$ cat src/rtl/tef_pkg.sv
// Package for the tile engine register file: beat types, command and size
// codes, register offsets and field masks. No dependencies.
package tef_pkg;

  // command codes
  localparam logic [1:0] CMD_READ  = 2'd0;
  localparam logic [1:0] CMD_WRITE = 2'd1;
  localparam logic [1:0] CMD_SCAN  = 2'd2;

  // access sizes
  localparam logic [1:0] SIZE_BYTE = 2'd0;
  localparam logic [1:0] SIZE_HALF = 2'd1;
  localparam logic [1:0] SIZE_WORD = 2'd2;

  // register offsets
  localparam logic [7:0] OFF_BGCNT0   = 8'h08;
  localparam logic [7:0] OFF_BGCNT2   = 8'h0C;
  localparam logic [7:0] OFF_WIN0H    = 8'h40;
  localparam logic [7:0] OFF_WIN1H    = 8'h42;
  localparam logic [7:0] OFF_WIN0V    = 8'h44;
  localparam logic [7:0] OFF_WIN1V    = 8'h46;
  localparam logic [7:0] OFF_WININ    = 8'h48;
  localparam logic [7:0] OFF_WINOUT   = 8'h4A;
  localparam logic [7:0] OFF_MOSAIC   = 8'h4C;
  localparam logic [7:0] OFF_BLDCNT   = 8'h50;
  localparam logic [7:0] OFF_BLDALPHA = 8'h52;
  localparam logic [7:0] OFF_BLDY     = 8'h54;

  // field masks, sized to the stored widths
  localparam logic [13:0] WIN_SEL_MASK     = 14'h3F3F;
  localparam logic [13:0] BLEND_CTRL_MASK  = 14'h3FFF;
  localparam logic [12:0] BLEND_ALPHA_MASK = 13'h1F1F;

  typedef struct packed {
    logic [1:0]  command;
    logic [1:0]  access_size;
    logic [7:0]  offset;
    logic [31:0] write_data;
    logic [8:0]  scanline;
  } in_beat_t;

  typedef struct packed {
    logic [31:0] read_data;
    logic        window0_active;
    logic        window1_active;
    logic [3:0]  ref_reload_pending;
  } out_beat_t;

endpackage

$ cat src/rtl/tile_engine_register_file.sv
// Tile engine register file: register decode, write merge, scanline window flags.
// Depends on tef_pkg.
//
// Result: an accepted beat has its result in the output register from the edge
//   that accepts it (out_valid high after that edge).
// Throughput: one beat per cycle; in_ready drops only while a result waits.
// Reset (rst_n low, synchronous): all registers zero, engine enabled, no result.
module tile_engine_register_file (
  input  logic              clk,
  input  logic              rst_n,
  input  logic              in_valid,
  output logic              in_ready,
  input  tef_pkg::in_beat_t in_beat,
  output logic              out_valid,
  input  logic              out_ready,
  output tef_pkg::out_beat_t out_beat,
  input  logic              cfg_valid,
  output logic              cfg_ready,
  input  logic              cfg_data
);
  import tef_pkg::*;

  // ---------------------------------------------------------------------------
  // Architectural registers
  // ---------------------------------------------------------------------------
  logic [15:0] bg_control_r [4];
  logic [15:0] bg_hscroll_r [4];
  logic [15:0] bg_vscroll_r [4];
  logic [15:0] affine_r     [8];
  logic [31:0] ref_point_r  [4];
  logic [3:0]  ref_reload_r;
  logic [15:0] window_horiz_r [2];
  logic [15:0] window_vert_r  [2];
  logic [13:0] win_inside_r;
  logic [13:0] win_outside_r;
  logic [15:0] mosaic_r;
  logic [13:0] blend_ctrl_r;
  logic [12:0] blend_alpha_r;
  logic [4:0]  brightness_r;
  logic [1:0]  window_y_r;
  logic        engine_enabled_r;

  logic [15:0] bg_control_nxt [4];
  logic [15:0] bg_hscroll_nxt [4];
  logic [15:0] bg_vscroll_nxt [4];
  logic [15:0] affine_nxt     [8];
  logic [31:0] ref_point_nxt  [4];
  logic [3:0]  ref_reload_nxt;
  logic [15:0] window_horiz_nxt [2];
  logic [15:0] window_vert_nxt  [2];
  logic [13:0] win_inside_nxt;
  logic [13:0] win_outside_nxt;
  logic [15:0] mosaic_nxt;
  logic [13:0] blend_ctrl_nxt;
  logic [12:0] blend_alpha_nxt;
  logic [4:0]  brightness_nxt;
  logic [1:0]  window_y_nxt;

  // output register
  logic      out_valid_r;
  out_beat_t out_beat_r;

  logic in_fire;

  assign in_ready  = !out_valid_r || out_ready;
  assign in_fire   = in_valid && in_ready;
  assign out_valid = out_valid_r;
  assign out_beat  = out_beat_r;
  assign cfg_ready = 1'b1;

  // ---------------------------------------------------------------------------
  // Read path. The scroll arrays are each read at one index, offset bits 3:2;
  // bg_control is read as a pair of entries selected by offset bit 2.
  // ---------------------------------------------------------------------------
  logic [7:0]  rd_off;
  logic [15:0] bgc_lo, bgc_hi, hs_sel, vs_sel;
  logic [15:0] rd_half;
  logic [31:0] rd_word;
  logic [31:0] rd_data;

  assign rd_off = in_beat.offset;
  assign bgc_lo = bg_control_r[{rd_off[2], 1'b0}];
  assign bgc_hi = bg_control_r[{rd_off[2], 1'b1}];
  assign hs_sel = bg_hscroll_r[rd_off[3:2]];
  assign vs_sel = bg_vscroll_r[rd_off[3:2]];

  always_comb begin
    rd_half = '0;
    if (rd_off[7:3] == 5'h01 && !rd_off[0]) begin
      rd_half = rd_off[1] ? bgc_hi : bgc_lo;
    end else if (rd_off[7:4] == 4'h1 && !rd_off[0]) begin
      rd_half = rd_off[1] ? vs_sel : hs_sel;
    end else begin
      case (rd_off)
        OFF_WIN0V:    rd_half = window_vert_r[0];
        OFF_WIN1V:    rd_half = window_vert_r[1];
        OFF_WININ:    rd_half = {2'b00, win_inside_r};
        OFF_WINOUT:   rd_half = {2'b00, win_outside_r};
        OFF_BLDCNT:   rd_half = {2'b00, blend_ctrl_r};
        OFF_BLDALPHA: rd_half = {3'b000, blend_alpha_r};
        default:      rd_half = '0;
      endcase
    end
  end

  // only a few offsets decode as words; the rest read zero
  always_comb begin
    rd_word = '0;
    if (rd_off == OFF_BGCNT0 || rd_off == OFF_BGCNT2) begin
      rd_word = {bgc_hi, bgc_lo};
    end else if (rd_off[7:4] == 4'h1 && rd_off[1:0] == 2'b00) begin
      rd_word = {vs_sel, hs_sel};
    end else if (rd_off == OFF_WININ) begin
      rd_word = {2'b00, win_outside_r, 2'b00, win_inside_r};
    end
  end

  always_comb begin
    rd_data = '0;
    if (in_beat.command == CMD_READ) begin
      case (in_beat.access_size)
        SIZE_HALF: rd_data = {16'h0000, rd_half};
        SIZE_WORD: rd_data = rd_word;
        default:   rd_data = '0;
      endcase
    end
  end

  // ---------------------------------------------------------------------------
  // Write path. A word write is always two halfword writes (offset and
  // offset+2); the word-decoded registers land the same way through halves.
  // ---------------------------------------------------------------------------
  logic [7:0]  wr_off [2];
  logic [15:0] wr_dat [2];
  logic [1:0]  wr_en;
  logic [7:0]  wr_byte;
  logic        wr_active;

  assign wr_off[0] = in_beat.offset;
  assign wr_off[1] = in_beat.offset + 8'd2;
  assign wr_dat[0] = in_beat.write_data[15:0];
  assign wr_dat[1] = in_beat.write_data[31:16];
  assign wr_byte   = in_beat.write_data[7:0];
  assign wr_active = in_fire && in_beat.command == CMD_WRITE && engine_enabled_r;
  assign wr_en[0]  = in_beat.access_size == SIZE_HALF || in_beat.access_size == SIZE_WORD;
  assign wr_en[1]  = in_beat.access_size == SIZE_WORD;

  always_comb begin
    bg_control_nxt   = bg_control_r;
    bg_hscroll_nxt   = bg_hscroll_r;
    bg_vscroll_nxt   = bg_vscroll_r;
    affine_nxt       = affine_r;
    ref_point_nxt    = ref_point_r;
    ref_reload_nxt   = ref_reload_r;
    window_horiz_nxt = window_horiz_r;
    window_vert_nxt  = window_vert_r;
    win_inside_nxt   = win_inside_r;
    win_outside_nxt  = win_outside_r;
    mosaic_nxt       = mosaic_r;
    blend_ctrl_nxt   = blend_ctrl_r;
    blend_alpha_nxt  = blend_alpha_r;
    brightness_nxt   = brightness_r;
    window_y_nxt     = window_y_r;

    if (wr_active && in_beat.access_size == SIZE_BYTE) begin
      // byte merge: odd offset takes the high byte
      case ({wr_off[0][7:1], 1'b0})
        OFF_WIN0H, OFF_WIN1H: begin
          if (wr_off[0][0]) window_horiz_nxt[wr_off[0][1]][15:8] = wr_byte;
          else              window_horiz_nxt[wr_off[0][1]][7:0]  = wr_byte;
        end
        OFF_WIN0V, OFF_WIN1V: begin
          if (wr_off[0][0]) window_vert_nxt[wr_off[0][1]][15:8] = wr_byte;
          else              window_vert_nxt[wr_off[0][1]][7:0]  = wr_byte;
        end
        OFF_MOSAIC: begin
          if (wr_off[0][0]) mosaic_nxt[15:8] = wr_byte;
          else              mosaic_nxt[7:0]  = wr_byte;
        end
        default: ;
      endcase
    end else if (wr_active) begin
      for (int p = 0; p < 2; p++) begin
        if (wr_en[p]) begin
          if (wr_off[p][7:3] == 5'h01 && !wr_off[p][0]) begin
            bg_control_nxt[wr_off[p][2:1]] = wr_dat[p];
          end else if (wr_off[p][7:4] == 4'h1 && !wr_off[p][0]) begin
            if (wr_off[p][1]) bg_vscroll_nxt[wr_off[p][3:2]] = wr_dat[p];
            else              bg_hscroll_nxt[wr_off[p][3:2]] = wr_dat[p];
          end else if (wr_off[p][7:5] == 3'h1 && !wr_off[p][0]) begin
            // affine bank: bit 4 picks the bank, bit 3 coefficient vs reference
            if (!wr_off[p][3]) begin
              affine_nxt[{wr_off[p][4], wr_off[p][2:1]}] = wr_dat[p];
            end else begin
              if (wr_off[p][1])
                ref_point_nxt[{wr_off[p][4], wr_off[p][2]}][31:16] = wr_dat[p];
              else
                ref_point_nxt[{wr_off[p][4], wr_off[p][2]}][15:0] = wr_dat[p];
              ref_reload_nxt[{wr_off[p][4], wr_off[p][2]}] = 1'b1;
            end
          end else begin
            case (wr_off[p])
              OFF_WIN0H:    window_horiz_nxt[0] = wr_dat[p];
              OFF_WIN1H:    window_horiz_nxt[1] = wr_dat[p];
              OFF_WIN0V:    window_vert_nxt[0]  = wr_dat[p];
              OFF_WIN1V:    window_vert_nxt[1]  = wr_dat[p];
              OFF_WININ:    win_inside_nxt  = wr_dat[p][13:0] & WIN_SEL_MASK;
              OFF_WINOUT:   win_outside_nxt = wr_dat[p][13:0] & WIN_SEL_MASK;
              OFF_MOSAIC:   mosaic_nxt      = wr_dat[p];
              OFF_BLDCNT:   blend_ctrl_nxt  = wr_dat[p][13:0] & BLEND_CTRL_MASK;
              OFF_BLDALPHA: blend_alpha_nxt = wr_dat[p][12:0] & BLEND_ALPHA_MASK;
              OFF_BLDY:     brightness_nxt  = wr_dat[p][4:0];
              default: ;
            endcase
          end
        end
      end
    end

    // scanline start: set on start line, clear on end line (end wins)
    if (in_fire && in_beat.command == CMD_SCAN) begin
      for (int w = 0; w < 2; w++) begin
        if (in_beat.scanline[7:0] == window_vert_r[w][15:8]) window_y_nxt[w] = 1'b1;
        if (in_beat.scanline[7:0] == window_vert_r[w][7:0])  window_y_nxt[w] = 1'b0;
      end
    end
  end

  // ---------------------------------------------------------------------------
  // Registers
  // ---------------------------------------------------------------------------
  always_ff @(posedge clk) begin
    if (!rst_n) begin
      for (int i = 0; i < 4; i++) begin
        bg_control_r[i] <= '0;
        bg_hscroll_r[i] <= '0;
        bg_vscroll_r[i] <= '0;
        ref_point_r[i]  <= '0;
      end
      for (int i = 0; i < 8; i++) affine_r[i] <= '0;
      for (int i = 0; i < 2; i++) begin
        window_horiz_r[i] <= '0;
        window_vert_r[i]  <= '0;
      end
      ref_reload_r     <= '0;
      win_inside_r     <= '0;
      win_outside_r    <= '0;
      mosaic_r         <= '0;
      blend_ctrl_r     <= '0;
      blend_alpha_r    <= '0;
      brightness_r     <= '0;
      window_y_r       <= '0;
      engine_enabled_r <= 1'b1;
      out_valid_r      <= 1'b0;
    end else begin
      bg_control_r   <= bg_control_nxt;
      bg_hscroll_r   <= bg_hscroll_nxt;
      bg_vscroll_r   <= bg_vscroll_nxt;
      affine_r       <= affine_nxt;
      ref_point_r    <= ref_point_nxt;
      ref_reload_r   <= ref_reload_nxt;
      window_horiz_r <= window_horiz_nxt;
      window_vert_r  <= window_vert_nxt;
      win_inside_r   <= win_inside_nxt;
      win_outside_r  <= win_outside_nxt;
      mosaic_r       <= mosaic_nxt;
      blend_ctrl_r   <= blend_ctrl_nxt;
      blend_alpha_r  <= blend_alpha_nxt;
      brightness_r   <= brightness_nxt;
      window_y_r     <= window_y_nxt;
      if (cfg_valid && cfg_ready) engine_enabled_r <= cfg_data;
      if (in_fire)        out_valid_r <= 1'b1;
      else if (out_ready) out_valid_r <= 1'b0;
    end
  end

  // result payload: read data from the old state, flags after the beat
  always_ff @(posedge clk) begin
    if (in_fire) begin
      out_beat_r.read_data          <= rd_data;
      out_beat_r.window0_active     <= window_y_nxt[0];
      out_beat_r.window1_active     <= window_y_nxt[1];
      out_beat_r.ref_reload_pending <= ref_reload_nxt;
    end
  end

  // ---------------------------------------------------------------------------
  // Assertions
  // ---------------------------------------------------------------------------
  a_reload_sticky: assert property (@(posedge clk)
    $past(rst_n) |-> ((ref_reload_r & $past(ref_reload_r)) == $past(ref_reload_r)))
    else $error("reload flag cleared outside reset");

  a_disabled_no_write: assert property (@(posedge clk) disable iff (!rst_n)
    in_fire && in_beat.command == CMD_WRITE && !engine_enabled_r
    |=> $stable(ref_reload_r) && $stable(window_vert_r[0]) && $stable(mosaic_r))
    else $error("write took effect while engine disabled");

  a_read_keeps_flags: assert property (@(posedge clk) disable iff (!rst_n)
    in_fire && in_beat.command == CMD_READ |=> $stable(window_y_r) && $stable(ref_reload_r))
    else $error("read beat changed flags");

  a_end_wins: assert property (@(posedge clk) disable iff (!rst_n)
    in_fire && in_beat.command == CMD_SCAN && in_beat.scanline[7:0] == window_vert_r[0][7:0]
    |=> !window_y_r[0])
    else $error("window 0 flag set on its end line");

  a_fire_gives_result: assert property (@(posedge clk) disable iff (!rst_n)
    in_fire |=> out_valid_r)
    else $error("accepted beat produced no result");

endmodule

$ cat config.mk
export PLATFORM = sky130hd
export DESIGN_NAME = tile_engine_register_file
export DESIGN_NICKNAME = d
export VERILOG_FILES = /design/src/rtl/tef_pkg.sv /design/src/rtl/tile_engine_register_file.sv
export SDC_FILE = /design/constraint.sdc
export NUM_CORES = 1
export LEC_CHECK = 0
export BUFFER_PORTS_ARGS = -buffer_cell sky130_fd_sc_hd__buf_4
export CELL_PAD_IN_SITES_DETAIL_PLACEMENT = 0
export CELL_PAD_IN_SITES_GLOBAL_PLACEMENT = 1
export CORE_MARGIN = 8
export CORE_UTILIZATION = 36
export CTS_CLUSTER_DIAMETER = 100
export CTS_CLUSTER_SIZE = 30
export DETAILED_ROUTE_END_ITERATION = 12
export MAX_ROUTING_LAYER = met4
export PLACE_DENSITY = 0.6
export SYNTH_ARGS = -nofsm -noshare
export SYNTH_HDL_FRONTEND = slang
export SYNTH_SLANG_ARGS = --single-unit
export TNS_END_PERCENT = 50
$ cat constraint.sdc
create_clock -name clk -period 4.65 [get_ports clk]
set_input_delay 0 -clock clk [delete_from_list [all_inputs] [get_ports clk]]
set_output_delay 0 -clock clk [all_outputs]
set_load 0.03 [all_outputs]
==> metrics.txt <==
status=completed; CTS Buf Count=18; CP Max Fanout=73; Int Pwr=3.928 mW; Post-Syn Nets=2175; relative slew slack=0.1315; Switching Power=1.722 mW; # clock sinks=325; top_reg_cell synth=dfxtp_1; fmax=297.4 MHz; Cell Area, Synth=19090 µm²; Core Footprint=52550 µm²; Final setup viols=0; first-pass GRT wire length=127.9 mm; Setup WS pre-CTS=980.6 ps; Worst EP required=5060 ps; vias in the first global route=17510; placed wire-length estimate=58.13 mm; maximum VDD drop=0.2047 mV; GRT Util Overall=0.2921; asr flop ratio synth=0; share of layout cells above drive strength 1=0.1766; total wire length=89.36 mm; top cell type's share of synthesized area=0.3010; drt first pass iters=7; Clock Latency Late Sink=560 ps; post-route ant nets=0; via count=18620; crit share post-route=0.7231; CTS tree=built; yosys warns=0; leakage dissipation=7.670 nW; die width=246.3 µm; FILL cells=5236; DR vias/cell=6.716; post-synth top area cell=dfxtp_1; Post-synth EDFFs=38; cell count after synthesis=2107; H-tree levels=1; Row Count=84; Slew Viols, Final=0; placed cell count=2692; IO Pins=100; CP endpoint kind=register; Layout Skew=20.90 ps; Setup Buffers After CTS=0; top post-synthesis cells by area=dfxtp_1, mux4_2, edfxtp_1; first-iteration detailed-routing DRC count=2232; synthesis-to-layout area growth=11.43%; DRC Markers=0; total power=5.650 mW; Hold Path Class=in2reg; Switching Fraction=0.3048; Die Y-Extent=246.3 µm; max-cap viol count=0; register area share after synthesis=0.3607; post-route setup slack=1288 ps; hold_ws=85.07 ps; commonest non-fill, non-tap cell in the layout=dfxtp_1; Synth cell types=90; Avg Cell Area, Syn=9.061 µm²; Initial Utilization=0.3633; die area=60650 µm²; CTS max path bufs=3; clock transition at the registers of the reported paths=120 ps; Comb pwr share=0.129; PwrDens=265.6 nW/µm²; final std cells w/o fill=2772; largest net degree at the start of global routing=90; clock power share=0.358; Final Util=0.4048; Worst-Margin Slew=1300 ps; crit path DAT=3770 ps; # diodes=0; aggregate global routing overflow=0; initial antenna violation count=1; Sum Neg Setup Slack=0 ps; kind of critical path=reg2reg; GPL Wtd Cong=0.9243; FF+latch count, synth=325; PortBufs=97; CP startpoint kind=register; Layout Nets=2141; Final Cell Area=21270 µm²; most frequent cells in the layout=dfxtp_1, nand2_1, buf_4, nor2_1, o21ai_0; min cycle time layout=3362 ps; Avg WL per Cell=32.24 µm; Flop pwr share=0.512; Area after DPL=20150 µm²; clk root buf=clkbuf_16; Hold Fails Final Rpt=0; RSZ-0062 raised after global routing=no
[power by group through the flow]
stage | combinational [mW] | clock, mW | sequential [mW]
after floorplan | 0.389 | 0 | 2.97
after global placement | 0.679 | 0 | 2.96
after detailed placement | 0.686 | 0 | 2.96
after CTS | 0.717 | 2.05 | 2.89
after global routing | 0.760 | 2.13 | 2.90
final | 0.731 | 2.02 | 2.90
[final timing paths]
| check | startpoint | endpoint | slack [ps] | cells after the start |
|---|---|---|---|---|
| setup / recovery | out_valid | bg_hscroll_r[28] | 1290 | 7 |
| hold / removal | in_beat[41] | window_vert_r[15] | 90 | 5 |
| setup reg to reg | out_valid | bg_hscroll_r[28] | 1290 | 7 |
| hold reg to reg | blend_alpha_r[5] | blend_alpha_r[5] | 440 | 2 |
[state kept, by name, summed over array words and instances, names as in the netlist]
name / cells
window_y_r: 2
bg_control_r: 64
blend_alpha_r: 13
out_beat: 38
engine_enabled_r: 1
window_vert_r: 32
ref_reload_r: 4
bg_hscroll_r: 64
win_inside_r: 14
out_valid: 1
blend_ctrl_r: 14
bg_vscroll_r: 64
win_outside_r: 14
[area by class of cell]
class                           instances  area, µm²  area share
Tap cell                              688      860.8     0.04047
Clock buffer                           21      493.0     0.02317
Clock inverter                         10      142.6    0.006705
Timing Repair Buffer                  206       1689     0.07940
Multi-Input combinational cell       1473      11020      0.5179
Sequential cell                       325       6887      0.3237
Inverter                               49      183.9    0.008646
[routing by layer]
metal / routed length [µm] / vias up / GRT usage
met5: 0 / - / -
li1: - / 8016 / -
met2: 39200 / 1071 / 0.4362
met3: 8399 / 178 / 0.04895
met1: 37940 / 9351 / 0.3944
met4: 3825 / 0 / 0.1082
[what timing repair did]
| item | in CTS | in global routing |
|---|---|---|
| hold buffers | 49 | 0 |
| endpoints found under the hold margin | 166 | 0 |
| gates resized for setup | 0 | 0 |
| setup endpoints to repair | 0 | 0 |
[worst max-delay path, cell delays in order, from the launching register on]
cell     delay, ps
dfxtp_1        340
nor2b_1        430
nor4_4          90
buf_12         210
and2_1         250
nand2_1        580
and2_0        1010
a21oi_1        190
[Yosys cell counts (11+ instances only)]
master	n
dfxtp_1	287
clkbuf_1	197
nand2_1	156
nor2_1	139
o21ai_0	122
a21oi_1	97
mux2i_1	70
o221a_2	65
nand3_1	64
mux4_2	61
a31oi_1	60
a22oi_1	53
o221ai_1	52
inv_1	49
a22o_1	42
buf_2	41
o21a_1	40
edfxtp_1	38
o211ai_1	36
o22ai_1	35
a21o_1	34
a221oi_1	31
o22a_1	29
xnor2_1	27
mux2_2	25
nor3_1	21
buf_1	17
nand4_1	15
o211a_1	15
o311ai_0	15
o32ai_1	15
and3_1	12
o2111ai_1	12
and2_1	11
[cell families after synthesis]
logic type | count (synthesis) | synth area share
AO/OA/AOI/OAI | 788 | 0.3076
XOR/XNOR | 37 | 0.01737
adder cells (fa/ha/maj) | 9 | 0.005899
buffers and inverters | 309 | 0.06502
flip-flops | 325 | 0.3607
multiplexers | 156 | 0.1234
other | 1 | 0.0001964
AND/OR/NAND/NOR | 482 | 0.1197
(Power assumes the default switching activity.)
